--- src/rtl/core/periodic_task_release_table_macros.svh ---
// Assertion helpers used by the RTL datapath.
`ifndef PERIODIC_TASK_RELEASE_TABLE_MACROS_SVH
`define PERIODIC_TASK_RELEASE_TABLE_MACROS_SVH

// Check a property on every rising clk_i edge outside reset.
`define PTRT_ASSERT(lbl, prop, msg) \
  lbl: assert property (@(posedge clk_i) disable iff (!rst_ni) prop) \
    else $error(msg);

// Check that a condition is followed by another in the next cycle.
`define PTRT_ASSERT_NEXT(lbl, ante, cons, msg) \
  lbl: assert property (@(posedge clk_i) disable iff (!rst_ni) (ante) |=> (cons)) \
    else $error(msg);

`endif

--- src/rtl/core/ptrt_pkg.sv ---
package ptrt_pkg;

  localparam int DefSlots   = 8;
  localparam int MaxResults = 8;
  localparam int CntW       = $clog2(MaxResults + 1);
  localparam int ModeW      = 3;
  localparam int SlotFieldW = 3;
  localparam int TimeW      = 16;
  localparam int StatusW    = 3;

  typedef enum logic [ModeW-1:0] {
    MODE_TICK    = 3'd0,
    MODE_CREATE  = 3'd1,
    MODE_SUSPEND = 3'd2,
    MODE_RESUME  = 3'd3,
    MODE_DELETE  = 3'd4
  } mode_e;

  typedef enum logic [StatusW-1:0] {
    ST_OK        = 3'd0,
    ST_OCCUPIED  = 3'd1,
    ST_SUSPENDED = 3'd2,
    ST_RUNNING   = 3'd3,
    ST_EMPTY     = 3'd4
  } status_e;

  typedef struct packed {
    logic cmd_go;
    logic tick_go;
    logic walk;
    logic flush;
  } ctrl_t;

  typedef struct packed {
    logic walk_last;
  } stat_t;

endpackage

--- src/rtl/core/ptrt_ram.sv ---
module ptrt_ram #(
  parameter int Width = 32,
  parameter int Depth = 8,
  localparam int AddrW = (Depth > 1) ? $clog2(Depth) : 1
) (
  input  logic             clk_i,
  input  logic             we_i,
  input  logic [AddrW-1:0] waddr_i,
  input  logic [Width-1:0] wdata_i,
  input  logic [AddrW-1:0] raddr_i,
  output logic [Width-1:0] rdata_o
);

  logic [Width-1:0] mem_q [Depth];
  logic [Width-1:0] rdata_q;

  always_ff @(posedge clk_i) begin
    if (we_i) begin
      mem_q[waddr_i] <= wdata_i;
    end
    rdata_q <= mem_q[raddr_i];
  end

  assign rdata_o = rdata_q;

endmodule

--- src/rtl/core/ptrt_ctrl.sv ---
module ptrt_ctrl (
  input  logic                             clk_i,
  input  logic                             rst_ni,
  input  logic                             start_i,
  input  logic [ptrt_pkg::ModeW-1:0]       mode_i,
  input  ptrt_pkg::stat_t                  stat_i,
  output ptrt_pkg::ctrl_t                  ctrl_o,
  output logic                             busy_o
);
  import ptrt_pkg::*;

  typedef enum logic [1:0] {
    S_IDLE,
    S_WALK,
    S_FLUSH
  } state_e;

  state_e state_q, state_d;
  logic   busy_q, busy_d;
  logic   accept;

  assign accept = start_i && !busy_q && (state_q == S_IDLE);

  always_comb begin
    ctrl_o.cmd_go  = accept && (mode_e'(mode_i) != MODE_TICK);
    ctrl_o.tick_go = accept && (mode_e'(mode_i) == MODE_TICK);
    ctrl_o.walk    = (state_q == S_WALK);
    ctrl_o.flush   = (state_q == S_FLUSH);
  end

  always_comb begin
    state_d = state_q;
    busy_d  = busy_q;
    case (state_q)
      S_IDLE: begin
        if (ctrl_o.tick_go) begin
          state_d = S_WALK;
          busy_d  = 1'b1;
        end
      end
      S_WALK: begin
        if (stat_i.walk_last) begin
          state_d = S_FLUSH;
        end
      end
      S_FLUSH: begin
        state_d = S_IDLE;
        busy_d  = 1'b0;
      end
      default: begin
        state_d = S_IDLE;
        busy_d  = 1'b0;
      end
    endcase
  end

  always_ff @(posedge clk_i or negedge rst_ni) begin
    if (!rst_ni) begin
      state_q <= S_IDLE;
      busy_q  <= 1'b0;
    end else begin
      state_q <= state_d;
      busy_q  <= busy_d;
    end
  end

  assign busy_o = busy_q;

endmodule

--- src/rtl/core/ptrt_datapath.sv ---
`include "periodic_task_release_table_macros.svh"

module ptrt_datapath #(
  parameter int Slots = ptrt_pkg::DefSlots
) (
  input  logic                               clk_i,
  input  logic                               rst_ni,
  input  ptrt_pkg::ctrl_t                    ctrl_i,
  output ptrt_pkg::stat_t                    stat_o,
  input  logic [ptrt_pkg::ModeW-1:0]         mode_i,
  input  logic [ptrt_pkg::SlotFieldW-1:0]    slot_i,
  input  logic [ptrt_pkg::TimeW-1:0]         first_delay_i,
  input  logic [ptrt_pkg::TimeW-1:0]         period_i,
  input  logic                               runnable_i,
  output logic                               done_o,
  output logic [ptrt_pkg::StatusW-1:0]       status_o,
  output logic                               fired_o,
  output logic [ptrt_pkg::SlotFieldW-1:0]    fired_slot_o,
  output logic                               last_o
);
  import ptrt_pkg::*;

  localparam int SlotW = (Slots > 1) ? $clog2(Slots) : 1;
  localparam int ExtW  = 7;

  logic [Slots-1:0]        occ_q, susp_q, vld_q;
  logic [SlotW-1:0]        idx_q;
  logic                    held_q;
  logic [SlotFieldW-1:0]   held_slot_q;
  logic [CntW-1:0]         cnt_q;
  logic                    strobe_q, fired_q, last_q;
  logic [StatusW-1:0]      status_q;
  logic [SlotFieldW-1:0]   fslot_q;

  logic [ExtW-1:0]         slot_ext, idx_ext;
  logic                    ok_slot;
  logic [SlotW-1:0]        sidx;
  logic                    we;
  logic [SlotW-1:0]        waddr, raddr;
  logic [2*TimeW-1:0]      wdata, rdata;
  logic [TimeW-1:0]        cd_eff, per_eff;
  logic                    fire, report;
  status_e                 cmd_status;

  assign slot_ext = {{(ExtW-SlotFieldW){1'b0}}, slot_i};
  assign idx_ext  = {{(ExtW-SlotW){1'b0}}, idx_q};
  assign ok_slot  = slot_ext < ExtW'(Slots);
  assign sidx     = slot_ext[SlotW-1:0];

  assign stat_o.walk_last = (idx_q == SlotW'(Slots - 1));

  assign cd_eff  = vld_q[idx_q] ? rdata[TimeW-1:0] : '0;
  assign per_eff = vld_q[idx_q] ? rdata[2*TimeW-1:TimeW] : '0;

  always_comb begin
    we    = 1'b0;
    waddr = idx_q;
    wdata = {per_eff, cd_eff};
    fire  = 1'b0;
    if (ctrl_i.cmd_go && (mode_e'(mode_i) == MODE_CREATE) && ok_slot && !occ_q[sidx]) begin
      we    = 1'b1;
      waddr = sidx;
      wdata = {period_i, first_delay_i};
    end else if (ctrl_i.walk && !susp_q[idx_q]) begin
      if (cd_eff == '0) begin
        if (occ_q[idx_q]) begin
          we    = 1'b1;
          wdata = {per_eff, per_eff - 1'b1};
          fire  = 1'b1;
        end
      end else begin
        we    = 1'b1;
        wdata = {per_eff, cd_eff - 1'b1};
      end
    end
  end

  assign report = fire && (cnt_q < CntW'(MaxResults));
  assign raddr  = (ctrl_i.walk && !stat_o.walk_last) ? idx_q + 1'b1 : '0;

  always_comb begin
    cmd_status = ST_OK;
    case (mode_e'(mode_i))
      MODE_CREATE:  if (!(ok_slot && !occ_q[sidx]))  cmd_status = ST_OCCUPIED;
      MODE_SUSPEND: if (!(ok_slot && !susp_q[sidx])) cmd_status = ST_SUSPENDED;
      MODE_RESUME:  if (!(ok_slot && susp_q[sidx]))  cmd_status = ST_RUNNING;
      MODE_DELETE:  if (!(ok_slot && occ_q[sidx]))   cmd_status = ST_EMPTY;
      default:      cmd_status = ST_OK;
    endcase
  end

  ptrt_ram #(
    .Width (2 * TimeW),
    .Depth (Slots)
  ) u_ram (
    .clk_i   (clk_i),
    .we_i    (we),
    .waddr_i (waddr),
    .wdata_i (wdata),
    .raddr_i (raddr),
    .rdata_o (rdata)
  );

  always_ff @(posedge clk_i or negedge rst_ni) begin
    if (!rst_ni) begin
      occ_q    <= '0;
      susp_q   <= '0;
      vld_q    <= '0;
      idx_q    <= '0;
      held_q   <= 1'b0;
      cnt_q    <= '0;
      strobe_q <= 1'b0;
    end else begin
      if (we) begin
        vld_q[waddr] <= 1'b1;
      end
      if (ctrl_i.cmd_go || ctrl_i.flush) begin
        strobe_q <= 1'b1;
      end else if (ctrl_i.walk && report) begin
        strobe_q <= held_q;
      end else begin
        strobe_q <= 1'b0;
      end
      if (ctrl_i.cmd_go) begin
        if (cmd_status == ST_OK) begin
          case (mode_e'(mode_i))
            MODE_CREATE:  occ_q[sidx]  <= runnable_i;
            MODE_SUSPEND: susp_q[sidx] <= 1'b1;
            MODE_RESUME:  susp_q[sidx] <= 1'b0;
            MODE_DELETE:  occ_q[sidx]  <= 1'b0;
            default:      ;
          endcase
        end
      end
      if (ctrl_i.tick_go) begin
        idx_q  <= '0;
        held_q <= 1'b0;
        cnt_q  <= '0;
      end
      if (ctrl_i.walk) begin
        idx_q <= idx_q + 1'b1;
        if (report) begin
          cnt_q  <= cnt_q + 1'b1;
          held_q <= 1'b1;
        end
      end
    end
  end

  always_ff @(posedge clk_i) begin
    if (ctrl_i.cmd_go) begin
      status_q <= cmd_status;
      fired_q  <= 1'b0;
      fslot_q  <= '0;
      last_q   <= 1'b1;
    end else if (ctrl_i.walk && report) begin
      status_q    <= ST_OK;
      fired_q     <= 1'b1;
      fslot_q     <= held_slot_q;
      last_q      <= 1'b0;
      held_slot_q <= idx_ext[SlotFieldW-1:0];
    end else if (ctrl_i.flush) begin
      status_q <= ST_OK;
      fired_q  <= held_q;
      fslot_q  <= held_q ? held_slot_q : '0;
      last_q   <= 1'b1;
    end
  end

  assign done_o       = strobe_q;
  assign status_o     = status_q;
  assign fired_o      = fired_q;
  assign fired_slot_o = fslot_q;
  assign last_o       = last_q;

  `PTRT_ASSERT(a_cnt_bound, cnt_q <= CntW'(MaxResults), "release count above limit")
  `PTRT_ASSERT(a_mid_fires, (strobe_q && !last_q) |-> fired_q, "non-final result without release")
  `PTRT_ASSERT_NEXT(a_flush_out, ctrl_i.flush, strobe_q && last_q, "tick ended without final result")
  `PTRT_ASSERT_NEXT(a_cmd_out, ctrl_i.cmd_go, strobe_q && last_q && !fired_q, "command result missing")

endmodule

--- src/rtl/core/periodic_task_release_table.sv ---
// Periodic task release table: eight (Slots) task slots.
// Input channel: command style. A transaction is taken on a rising edge with
// start_i high and busy_o low; mode_i selects tick, create, suspend, resume or
// delete, with slot_i, first_delay_i, period_i and runnable_i as operands.
// Result channel: done_o is high for exactly one cycle per result, together
// with status_o, fired_o, fired_slot_o and last_o; last_o marks the final
// result of a transaction. The receiver cannot stall the result channel.
// A command answers in the cycle after it is taken and busy_o stays low, so a
// new transaction may follow in the next cycle.
// A tick walks the slots one per cycle through a single-port-pair timer RAM:
// busy_o is high through the walk and the flush cycle. Releases come out as
// the walk goes on, each one held until the next release or the flush, and
// the final result is on the ports in the cycle after the flush, in the
// first cycle with busy_o low; the next transaction can be taken in that cycle.
// Reset clears all slot flags and the timers read as zero until written; the
// block takes a transaction in the first cycle after reset.
module periodic_task_release_table #(
  parameter int Slots = ptrt_pkg::DefSlots
) (
  input  logic                               clk_i,
  input  logic                               rst_ni,
  input  logic                               start_i,
  output logic                               busy_o,
  input  logic [ptrt_pkg::ModeW-1:0]         mode_i,
  input  logic [ptrt_pkg::SlotFieldW-1:0]    slot_i,
  input  logic [ptrt_pkg::TimeW-1:0]         first_delay_i,
  input  logic [ptrt_pkg::TimeW-1:0]         period_i,
  input  logic                               runnable_i,
  output logic                               done_o,
  output logic [ptrt_pkg::StatusW-1:0]       status_o,
  output logic                               fired_o,
  output logic [ptrt_pkg::SlotFieldW-1:0]    fired_slot_o,
  output logic                               last_o
);
  import ptrt_pkg::*;

  ctrl_t ctrl;
  stat_t stat;

  ptrt_ctrl u_ctrl (
    .clk_i   (clk_i),
    .rst_ni  (rst_ni),
    .start_i (start_i),
    .mode_i  (mode_i),
    .stat_i  (stat),
    .ctrl_o  (ctrl),
    .busy_o  (busy_o)
  );

  ptrt_datapath #(
    .Slots (Slots)
  ) u_datapath (
    .clk_i         (clk_i),
    .rst_ni        (rst_ni),
    .ctrl_i        (ctrl),
    .stat_o        (stat),
    .mode_i        (mode_i),
    .slot_i        (slot_i),
    .first_delay_i (first_delay_i),
    .period_i      (period_i),
    .runnable_i    (runnable_i),
    .done_o        (done_o),
    .status_o      (status_o),
    .fired_o       (fired_o),
    .fired_slot_o  (fired_slot_o),
    .last_o        (last_o)
  );

endmodule
--- config.mk ---
export PLATFORM = sky130hd
export DESIGN_NAME = periodic_task_release_table
export DESIGN_NICKNAME = d
export VERILOG_FILES = /design/src/rtl/core/ptrt_pkg.sv /design/src/rtl/core/ptrt_ram.sv /design/src/rtl/core/ptrt_ctrl.sv /design/src/rtl/core/ptrt_datapath.sv /design/src/rtl/core/periodic_task_release_table.sv
export VERILOG_INCLUDE_DIRS = /design/src /design/src/rtl/core
export SDC_FILE = /design/constraint.sdc
export NUM_CORES = 1
export LEC_CHECK = 0
export BUFFER_PORTS_ARGS = -buffer_cell sky130_fd_sc_hd__buf_2
export CAP_MARGIN = 20
export CORE_ASPECT_RATIO = 1.5
export CORE_UTILIZATION = 60
export CTS_CLUSTER_SIZE = 25
export DETAILED_ROUTE_END_ITERATION = 6
export MAX_ROUTING_LAYER = met4
export PLACE_DENSITY = 0.78
export SETUP_SLACK_MARGIN = 0.4
export SYNTH_ARGS = -nofsm -noshare
export SYNTH_HDL_FRONTEND = slang
export SYNTH_SLANG_ARGS = --single-unit
--- constraint.sdc ---
create_clock -name clk_i -period 5.7 [get_ports clk_i]
set_input_delay 0.855 -clock clk_i [delete_from_list [all_inputs] [get_ports clk_i]]
set_output_delay 0.855 -clock clk_i [all_outputs]
set_load 0.05 [all_outputs]
==> flow_summary.html, run 1 <==
<table>
<tr><th>Metric</th><th>Value</th></tr>
<tr><th colspan="2">GRT</th></tr>
<tr><td>GRT Util Overall</td><td>0.3015</td></tr>
<tr><td>Vias in the first global route</td><td>roughly 10000</td></tr>
<tr><td>Pin count of the biggest net entering global routing</td><td>65</td></tr>
<tr><td>First-pass GRT wire length</td><td>54200 µm</td></tr>
<tr><td>Initial antenna violation count</td><td>0</td></tr>
<tr><td>Total grt overflow</td><td>0</td></tr>
<tr><th colspan="2">Placed design</th></tr>
<tr><td>PortBufs</td><td>51</td></tr>
<tr><td>Final weighted congestion in routability-driven placement</td><td>0.9470</td></tr>
<tr><td>Total half-perimeter wirelength after legalization and detailed placement</td><td>21270 µm</td></tr>
<tr><td># placed instances</td><td>1441</td></tr>
<tr><th colspan="2">Status</th></tr>
<tr><td>Outcome</td><td>completed</td></tr>
<tr><th colspan="2">Clock tree</th></tr>
<tr><td>Postcts setup bufs</td><td>0</td></tr>
<tr><td>Buffer type at the clock tree root</td><td>sky130_fd_sc_hd__clkbuf_16</td></tr>
<tr><td>Buffers from clock root to sink, at most</td><td>3</td></tr>
<tr><td>Clk sinks</td><td>335</td></tr>
<tr><td>Clk_lat worst skew</td><td>0.57 ns</td></tr>
<tr><td>Post-CTS Hold Buffers</td><td>0</td></tr>
<tr><td>Clock tree from TritonCTS</td><td>built</td></tr>
<tr><td>CTS clock-pin slew for the worst setup and hold paths</td><td>0.07 ns</td></tr>
<tr><td>Number of buffers created by CTS</td><td>30</td></tr>
<tr><td>Number of gates given a new drive strength after cts</td><td>0</td></tr>
<tr><td>H-tree levels</td><td>1</td></tr>
<tr><th colspan="2">Floorplan</th></tr>
<tr><td>Effective utilization at floorplan</td><td>0.6082</td></tr>
<tr><td>Horizontal die dimension</td><td>128.4 µm</td></tr>
<tr><td>Core box area</td><td>23660 µm²</td></tr>
<tr><td>IO Count</td><td>52</td></tr>
<tr><td>Standard-cell rows</td><td>69</td></tr>
<tr><td>Vertical die dimension</td><td>191.6 µm</td></tr>
<tr><td>Total die area</td><td>24610 µm²</td></tr>
<tr><th colspan="2">Finish</th></tr>
<tr><td>Number of antenna diodes</td><td>0</td></tr>
<tr><td>Most used cells in the layout excluding fill and tap cells</td><td>262 x sky130_fd_sc_hd__edfxtp_1, 154 x sky130_fd_sc_hd__nand2_1, 64 x sky130_fd_sc_hd__o22ai_1</td></tr>
<tr><td>Final nets</td><td>1201</td></tr>
<tr><td>Layout Cells excl Fill</td><td>around 1500</td></tr>
<tr><td>Sequential standard cell area</td><td>9509 µm²</td></tr>
<tr><td>Ratio of cells with drive above 1 in the final layout</td><td>0.1418</td></tr>
<tr><td>Total of fill cells in the finished design</td><td>around 1700</td></tr>
<tr><td>Synth-to-layout area growth</td><td>11.44%</td></tr>
<tr><td>Commonest non-fill, non-tap cell in the layout</td><td>sky130_fd_sc_hd__edfxtp_1</td></tr>
<tr><td>Area of combinational cells with multiple inputs</td><td>approximately 4600 µm²</td></tr>
<tr><th colspan="2">Synth</th></tr>
<tr><td>Part of the Yosys area used for sequential elements</td><td>0.6610</td></tr>
<tr><td>Count of flip-flops with a built-in enable after synthesis</td><td>between 200 and 300</td></tr>
<tr><td>Number of warnings reported in the yosys synthesis log</td><td>0</td></tr>
<tr><td>Syn Inst Count</td><td>1118</td></tr>
<tr><td>Number of unique standard cell types used by synthesis</td><td>a little under 80</td></tr>
<tr><td>Flops &amp; latches, synth</td><td>335</td></tr>
<tr><td>Mapped Area</td><td>14390 µm²</td></tr>
<tr><td>Proportion of synthesized flip-flops having asynchronous set or reset</td><td>0.1075</td></tr>
<tr><td>Per-instance average area after synthesis</td><td>12.87 µm²</td></tr>
<tr><td>Most common flop cell mapped by yosys</td><td>sky130_fd_sc_hd__edfxtp_1</td></tr>
<tr><td>Total nets after synthesis</td><td>approximately 1200</td></tr>
<tr><th colspan="2">Worst setup path</th></tr>
<tr><td>Required time at the worst-slack endpoint</td><td>5.93 ns</td></tr>
<tr><td>Data arrival time at the worst-slack endpoint</td><td>5.02 ns</td></tr>
<tr><td>Worst Setup Start Kind</td><td>flop</td></tr>
<tr><td>Crit path max-delay family</td><td>simple AND/OR/NAND/NOR gates</td></tr>
<tr><td>Bufs and invs on worst path</td><td>2</td></tr>
<tr><td>Crit path max fanout</td><td>16</td></tr>
<tr><td>CP Class</td><td>flop to flop</td></tr>
<tr><td>Crit end category</td><td>flop</td></tr>
<tr><td>Slowest cell delay on critical path</td><td>0.73 ns</td></tr>
<tr><td>Standard cell with the maximum stage delay on the critical path</td><td>sky130_fd_sc_hd__nor3_1</td></tr>
<tr><td>Count of cells along the worst register-to-register path</td><td>11</td></tr>
<tr><td>Endpoint of the most critical register-to-register path</td><td>u_datapath.u_ram.mem_q[0][12]$_DFFE_PP_</td></tr>
<tr><td>CP cell instances</td><td>mux4_2, mux2_2, and2_1, inv_1, ha_1, nor3b_1, nand4_1, buf_4, a211oi_4, a221oi_1, nor3_1</td></tr>
<tr><td>Worst R2R Start</td><td>u_datapath.idx_q[0]$_DFFE_PN0P_</td></tr>
<tr><td>Reg2reg setup slack</td><td>0.91 ns</td></tr>
<tr><th colspan="2">Timing</th></tr>
<tr><td>Final worst path period share</td><td>0.8397</td></tr>
<tr><td>Final TNS setup</td><td>0 ns</td></tr>
<tr><td>Worst slew pin tran</td><td>1.048 ns</td></tr>
<tr><td>RSZ-0062 raised after global routing</td><td>no</td></tr>
<tr><td>Hold violation count in the final report</td><td>0</td></tr>
<tr><td>Final number of setup-violating endpoints</td><td>0</td></tr>
<tr><td>Max transition margin</td><td>0.3010</td></tr>
<tr><td>Fmax</td><td>208.9 MHz</td></tr>
<tr><td>Crit path time final</td><td>between 4 and 5 ns</td></tr>
<tr><td>Final Skew</td><td>about 0.021 ns</td></tr>
<tr><td>Max-slew violation count</td><td>0</td></tr>
<tr><th colspan="2">Route</th></tr>
<tr><td>Vias</td><td>9790</td></tr>
<tr><td>Initial drt markers</td><td>838</td></tr>
<tr><td>Post-detailed-route DRC marker count</td><td>0</td></tr>
<tr><td>Average vias per placed instance</td><td>roughly 6.5</td></tr>
<tr><td>Total Wirelength</td><td>35370 µm</td></tr>
<tr><td>Routed length on met1</td><td>13230 µm</td></tr>
<tr><td>Routed length per instance</td><td>between 20 and 25 µm</td></tr>
<tr><td>Met3 Wirelength</td><td>2192 µm</td></tr>
<tr><td>Number of iterations in the first detailed-routing pass</td><td>5</td></tr>
<tr><td>Detailed route wirelength on metal2</td><td>18410 µm</td></tr>
<tr><td>Uppermost metal layer occupied by signal nets</td><td>met4</td></tr>
<tr><td>Final antenna-violating net count</td><td>0</td></tr>
<tr><th colspan="2">Flow run</th></tr>
<tr><td>MaxCap Viol Count</td><td>0</td></tr>
<tr><th colspan="2">Power</th></tr>
<tr><td>Worst-case vdd ir drop</td><td>0.0003171 V</td></tr>
<tr><td>Power after layout</td><td>8.707 mW</td></tr>
<tr><td>Pwr per Cell Area</td><td>~540 nW/µm²</td></tr>
<tr><td>LEAKAGE</td><td>5.694 nW</td></tr>
<tr><th colspan="2">Min path</th></tr>
<tr><td>Hold Path Class</td><td>input pin to asynchronous set/reset pin</td></tr>
</table>
## cells in the mapped netlist, drive strengths merged (3+ instances only)
| cell | instances | share of area |
|---|---|---|
| a211oi | 7 | 0.0049 |
| a21o | 39 | 0.020 |
| a21oi | 62 | 0.022 |
| a221oi | 3 | 0.0018 |
| a22o | 7 | 0.0043 |
| a311oi | 33 | 0.020 |
| a31oi | 6 | 0.0026 |
| a32oi | 3 | 0.0018 |
| and2 | 5 | 0.0022 |
| and4 | 3 | 0.0020 |
| buf | 23 | 0.011 |
| clkbuf | 43 | 0.011 |
| dfrtp | 36 | 0.063 |
| dfxtp | 37 | 0.051 |
| edfxtp | 262 | 0.55 |
| ha | 5 | 0.0043 |
| inv | 16 | 0.0042 |
| mux2 | 5 | 0.0039 |
| mux2i | 48 | 0.035 |
| mux4 | 8 | 0.013 |
| nand2 | 156 | 0.041 |
| nand2b | 6 | 0.0026 |
| nand3 | 35 | 0.012 |
| nand3b | 3 | 0.0016 |
| nand4 | 10 | 0.0043 |
| nor2 | 52 | 0.015 |
| nor2b | 7 | 0.0030 |
| nor3 | 14 | 0.0052 |
| nor3b | 3 | 0.0016 |
| nor4 | 8 | 0.0060 |
| o2111ai | 3 | 0.0030 |
| o21a | 6 | 0.0031 |
| o21ai | 47 | 0.017 |
| o21bai | 5 | 0.0026 |
| o22ai | 65 | 0.029 |
| o31ai | 3 | 0.0016 |
| or2 | 3 | 0.0013 |
| or4 | 5 | 0.0026 |
| xnor2 | 6 | 0.0037 |
| xor2 | 5 | 0.0030 |
## cells by family (layout without fill, tap and decap cells)
| kind of cell | Yosys count | in the layout | share of synthesized area |
|---|---|---|---|
| AOI/OAI and AO/OA | 304 | 304 | 0.1444 |
| xor gates and xnor gates | 11 | 11 | 0.006697 |
| adders and majority gates | 5 | 5 | 0.004349 |
| buffers and inverters | 82 | 142 | 0.02609 |
| DFF | 335 | 335 | 0.6610 |
| muxes | 61 | 61 | 0.05149 |
| and+or+nand+nor | 320 | 320 | 0.1060 |
## through the flow
step | hold WS (ns) | worst slack (ns) | area [µm²] | utilization
after global routing | 0.4522 | 0.6867 | 16030 | 0.6777
after detailed placement | 0.4462 | 1.044 | 14980 | 0.6333
after floorplan | 0.4227 | 0.7290 | 14390 | -
after CTS | 0.4028 | 1.010 | 16030 | 0.6777
after global placement | 0.4354 | 1.142 | 14980 | 0.6333
final | 0.3839 | 0.9138 | 16030 | 0.6777
## layout make-up
| class | instances | area share |
|---|---|---|
| sequential | 335 | 0.5931 |
| multi-input combinational | 701 | 0.2871 |
| clock buffer | 41 | 0.05260 |
| timing repair buffer | 70 | 0.02560 |
| tap | 319 | 0.02490 |
| clock inverter | 15 | 0.01296 |
| inverter | 16 | 0.003746 |
## how the worst max path moves through the flow
stage	from	end	slack (ns)	depth (start not counted)
after floorplan	u_datapath.idx_q[0]$_DFFE_PN0P_	u_datapath.u_ram.mem_q[5][0]$_DFFE_PP_	0.73	13
after global placement	u_datapath.idx_q[0]$_DFFE_PN0P_	u_datapath.u_ram.mem_q[1][28]$_DFFE_PP_	1.14	12
after detailed placement	u_datapath.idx_q[0]$_DFFE_PN0P_	u_datapath.u_ram.mem_q[1][26]$_DFFE_PP_	1.04	10
after CTS	u_datapath.idx_q[0]$_DFFE_PN0P_	u_datapath.u_ram.mem_q[1][14]$_DFFE_PP_	1.01	10
after global routing	u_datapath.idx_q[0]$_DFFE_PN0P_	u_datapath.u_ram.mem_q[0][12]$_DFFE_PP_	0.69	11
final	u_datapath.idx_q[0]$_DFFE_PN0P_	u_datapath.u_ram.mem_q[0][12]$_DFFE_PP_	0.91	11
## per-layer routing
layer  vias up  GRT usage
li1       4385          -
met2       499     0.5143
met5         -          -
met1      4804     0.3562
met4         0     0.1407
met3       102    0.03677
## flip-flops by register name, summed over array words and instances, names as in the netlist, named ones only
name	flops
u_datapath.u_ram.mem_q	256
u_datapath.u_ram.rdata_o	32
u_datapath.occ_q	8
u_datapath.vld_q	8
u_datapath.cnt_q	4
u_datapath.fired_slot_o	3
u_datapath.held_slot_q	3
u_datapath.idx_q	3
u_datapath.status_o	3
u_ctrl.state_q	2
u_ctrl.busy_o	1
u_datapath.done_o	1
u_datapath.fired_o	1
u_datapath.held_q	1
u_datapath.last_o	1
## power breakdown
part	leakage, nW	internal (mW)	switching [mW]
Combinational	2.06	0.965	2.01
Sequential	3.13	3.30	0.308
Clock	0.506	1.26	0.865
Power figures use the tool's default switching activity.
==> run 2, diff against run 1 <==
==> constraint.sdc (replaced) <==
create_clock -name clk_i -period 4.83 [get_ports clk_i]
set_input_delay 0.7245 -clock clk_i [delete_from_list [all_inputs] [get_ports clk_i]]
set_output_delay 0.7245 -clock clk_i [all_outputs]
set_load 0.05 [all_outputs]
==> run 2 against run 1 <==
Count of clock-buffer cells in the layout fell by 4. Power is 16% higher. Combinational power grew 20%. Wire length down 0.36%. Sequential share of layout area up 0.16 points.
==> flow_summary.html, run 2 (same netlist as run 1, synthesis figures left out) <==
<table>
<tr><th>Metric</th><th>Value</th></tr>
<tr><th colspan="2">Status</th></tr>
<tr><td>Outcome</td><td>completed</td></tr>
<tr><th colspan="2">Clock tree</th></tr>
<tr><td>H-tree levels</td><td>1</td></tr>
<tr><td>Number of buffers created by CTS</td><td>29</td></tr>
<tr><td>Buffer type at the clock tree root</td><td>sky130_fd_sc_hd__clkbuf_16</td></tr>
<tr><td>Clk sinks</td><td>roughly 340</td></tr>
<tr><td>Clk_lat worst skew</td><td>0.55 ns</td></tr>
<tr><td>Postcts setup bufs</td><td>0</td></tr>
<tr><td>Clock tree from TritonCTS</td><td>built</td></tr>
<tr><td>Post-CTS Hold Buffers</td><td>0</td></tr>
<tr><td>Buffers from clock root to sink, at most</td><td>3</td></tr>
<tr><td>CTS clock-pin slew for the worst setup and hold paths</td><td>0.07 ns</td></tr>
<tr><td>Number of gates given a new drive strength after cts</td><td>0</td></tr>
<tr><th colspan="2">GRT</th></tr>
<tr><td>Total grt overflow</td><td>0</td></tr>
<tr><td>Initial antenna violation count</td><td>0</td></tr>
<tr><td>Vias in the first global route</td><td>9582</td></tr>
<tr><td>Pin count of the biggest net entering global routing</td><td>53</td></tr>
<tr><td>GRT Util Overall</td><td>0.3025</td></tr>
<tr><td>First-pass GRT wire length</td><td>53520 µm</td></tr>
<tr><th colspan="2">Flow run</th></tr>
<tr><td>MaxCap Viol Count</td><td>0</td></tr>
<tr><th colspan="2">Route</th></tr>
<tr><td>Average vias per placed instance</td><td>between 6 and 7</td></tr>
<tr><td>Initial drt markers</td><td>850</td></tr>
<tr><td>Total Wirelength</td><td>35240 µm</td></tr>
<tr><td>Number of iterations in the first detailed-routing pass</td><td>5</td></tr>
<tr><td>Routed length per instance</td><td>23.46 µm</td></tr>
<tr><td>Final antenna-violating net count</td><td>0</td></tr>
<tr><td>Post-detailed-route DRC marker count</td><td>0</td></tr>
<tr><td>Vias</td><td>9750</td></tr>
<tr><th colspan="2">Worst setup path</th></tr>
<tr><td>Setup crit end</td><td>u_datapath.u_ram.mem_q[3][24]$_DFFE_PP_</td></tr>
<tr><td>Data arrival time at the worst-slack endpoint</td><td>4.48 ns</td></tr>
<tr><td>Count of cells along the worst register-to-register path</td><td>12</td></tr>
<tr><td>Worst R2R Start</td><td>u_datapath.idx_q[1]$_DFFE_PN0P_</td></tr>
<tr><td>Crit end category</td><td>flop</td></tr>
<tr><td>Crit path max fanout</td><td>22</td></tr>
<tr><td>Required time at the worst-slack endpoint</td><td>5.04 ns</td></tr>
<tr><td>CP Class</td><td>flop to flop</td></tr>
<tr><td>Worst Setup Start Kind</td><td>flop</td></tr>
<tr><td>Crit path from</td><td>u_datapath.idx_q[1]$_DFFE_PN0P_</td></tr>
<tr><td>Endpoint of the most critical register-to-register path</td><td>u_datapath.u_ram.mem_q[3][24]$_DFFE_PP_</td></tr>
<tr><td>Reg2reg setup slack</td><td>0.56 ns</td></tr>
<tr><th colspan="2">Floorplan</th></tr>
<tr><td>IO Count</td><td>52</td></tr>
<tr><td>Core box area</td><td>23660 µm²</td></tr>
<tr><td>Horizontal die dimension</td><td>128.4 µm</td></tr>
<tr><td>Total die area</td><td>roughly 25000 µm²</td></tr>
<tr><td>Vertical die dimension</td><td>between 150 and 200 µm</td></tr>
<tr><td>Standard-cell rows</td><td>69</td></tr>
<tr><td>Effective utilization at floorplan</td><td>0.6082</td></tr>
<tr><th colspan="2">Placed design</th></tr>
<tr><td>Total half-perimeter wirelength after legalization and detailed placement</td><td>22440 µm</td></tr>
<tr><td>PortBufs</td><td>between 50 and 60</td></tr>
<tr><td>Placement Setup Slack</td><td>0.6108 ns</td></tr>
<tr><td>Final weighted congestion in routability-driven placement</td><td>between 0.9 and 1</td></tr>
<tr><th colspan="2">Power</th></tr>
<tr><td>Portion of total power attributed to combinational logic</td><td>0.356</td></tr>
<tr><td>Switching power as a share of total power</td><td>0.3733</td></tr>
<tr><td>LEAKAGE</td><td>5.690 nW</td></tr>
<tr><td>Worst-case vdd ir drop</td><td>0.0003662 V</td></tr>
<tr><td>Power spent charging and discharging nets</td><td>3.770 mW</td></tr>
<tr><td>Pwr per Cell Area</td><td>~630 nW/µm²</td></tr>
<tr><td>Relative contribution of sequential cells to total power</td><td>0.421</td></tr>
<tr><td>Clock Power Share</td><td>0.223</td></tr>
<tr><td>Internal Pwr Total</td><td>6.329 mW</td></tr>
<tr><th colspan="2">Timing</th></tr>
<tr><td>RSZ-0062 raised after global routing</td><td>no</td></tr>
<tr><td>Hold violation count in the final report</td><td>0</td></tr>
<tr><td>Max transition margin</td><td>0.3652</td></tr>
<tr><td>Max-slew violation count</td><td>0</td></tr>
<tr><td>Fmax</td><td>234.0 MHz</td></tr>
<tr><td>Final Skew</td><td>between 0.01 and 0.015 ns</td></tr>
<tr><td>Crit path time final</td><td>4.274 ns</td></tr>
<tr><td>Worst slew pin tran</td><td>between 0.9 and 1 ns</td></tr>
<tr><td>Final worst path period share</td><td>0.8848</td></tr>
<tr><td>Final number of setup-violating endpoints</td><td>0</td></tr>
<tr><td>Worst Setup Slack, final</td><td>0.5563 ns</td></tr>
<tr><td>Worst hold slack across all endpoints</td><td>0.2544 ns</td></tr>
<tr><th colspan="2">Finish</th></tr>
<tr><td>Synth-to-layout area growth</td><td>11.14%</td></tr>
<tr><td>Largest register by flop count</td><td>u_datapath.u_ram.mem_q</td></tr>
<tr><td>Sequential standard cell area</td><td>9509 µm²</td></tr>
<tr><td>Number of antenna diodes</td><td>0</td></tr>
<tr><td>Area of combinational cells with multiple inputs</td><td>between 4000 and 5000 µm²</td></tr>
<tr><td>Commonest non-fill, non-tap cell in the layout</td><td>sky130_fd_sc_hd__edfxtp_1</td></tr>
<tr><td>Final nets</td><td>1209</td></tr>
<tr><td>Max FFs per register</td><td>around 260</td></tr>
<tr><td>Most used cells in the layout excluding fill and tap cells</td><td>262 x sky130_fd_sc_hd__edfxtp_1, 154 x sky130_fd_sc_hd__nand2_1, 64 x sky130_fd_sc_hd__o22ai_1</td></tr>
<tr><td>Total of fill cells in the finished design</td><td>1707</td></tr>
<tr><td>Ratio of cells with drive above 1 in the final layout</td><td>0.1479</td></tr>
<tr><th colspan="2">Min path</th></tr>
<tr><td>Hold Path Class</td><td>input pin to asynchronous set/reset pin</td></tr>
</table>
run 2: changes by cell type in the layout (fill, tap and decap cells not counted), moves of 2 or more:
cell                         before  now
sky130_fd_sc_hd__buf_12           1    3
sky130_fd_sc_hd__buf_4           18   25
sky130_fd_sc_hd__bufinv_16        5    2
sky130_fd_sc_hd__clkbuf_1         7    5
sky130_fd_sc_hd__clkbuf_16       31   29
sky130_fd_sc_hd__clkinv_2         2    7
sky130_fd_sc_hd__clkinvlp_4       2    0
run 2: stage by stage:
step	instance area (µm²)	setup TNS, ns	power [mW]	std cells	utilization
2_1_floorplan	14400	-18.03	6.693	1118	-
3_3_place_gp	15050	0	7.767	1449	0.6361
5_1_grt	15990	0	10.52	1502	0.6759
3_5_place_dp	15070	0	7.836	1450	0.6370
6_report	15990	0	10.10	1502	0.6759
4_1_cts	15990	0	10.07	1502	0.6759
run 2: layout make-up:
| class | instances | share of cell area |
|---|---|---|
| clock inverter | 15 | 0.008451 |
| timing repair buffer | 79 | 0.03146 |
| multi-input combinational | 701 | 0.2875 |
| inverter | 16 | 0.003756 |
| sequential | 335 | 0.5947 |
| tap | 319 | 0.02496 |
| clock buffer | 37 | 0.04914 |
run 2: worst min path at each step:
| stage | to | start | slack [ns] | cells past startpoint |
|---|---|---|---|---|
| floorplan | u_datapath.vld_q[3]$_DFFE_PN0N_ | u_datapath.vld_q[3]$_DFFE_PN0N_ | 0.42 | 1 |
| global placement | u_datapath.fired_slot_o[2]$_SDFFE_PP0P_ | u_datapath.held_slot_q[2]$_DFFE_PP_ | 0.44 | 1 |
| detailed placement | u_datapath.vld_q[1]$_DFFE_PN0N_ | u_datapath.vld_q[1]$_DFFE_PN0N_ | 0.44 | 1 |
| CTS | asynchronous set/reset pin | rst_ni | 0.28 | 1 |
| global route | asynchronous set/reset pin | rst_ni | 0.34 | 1 |
| finish | u_datapath.occ_q[1]$_DFFE_PN0P_ | rst_ni | 0.25 | 1 |
run 2: power by group through the flow:
| stage | sequential [mW] | clock [mW] | combinational (mW) |
|---|---|---|---|
| floorplan | 4.22 | 0 | 2.47 |
| global placement | 4.28 | 0 | 3.49 |
| detailed placement | 4.29 | 0 | 3.54 |
| CTS | 4.24 | 2.28 | 3.56 |
| global route | 4.28 | 2.39 | 3.85 |
| finish | 4.25 | 2.25 | 3.59 |
run 2: routing by layer:
metal,share of wire,track usage
met2,0.50,0.5004
met3,0.066,0.03175
met5,0,-
met4,0.053,0.1534
met1,0.38,0.3702
run 2: critical path, cell delays in order, from the launching register on:
cell	delay [ns]
sky130_fd_sc_hd__dfrtp_1	0.56
sky130_fd_sc_hd__mux4_2	0.32
sky130_fd_sc_hd__mux2_2	0.19
sky130_fd_sc_hd__buf_4	0.25
sky130_fd_sc_hd__nand2_1	0.11
sky130_fd_sc_hd__ha_1	0.26
sky130_fd_sc_hd__nor3b_1	0.17
sky130_fd_sc_hd__nand4_1	0.17
sky130_fd_sc_hd__a21oi_4	0.12
sky130_fd_sc_hd__o21ai_2	0.47
sky130_fd_sc_hd__nand2_1	0.36
sky130_fd_sc_hd__a21oi_4	0.49
sky130_fd_sc_hd__buf_4	0.43
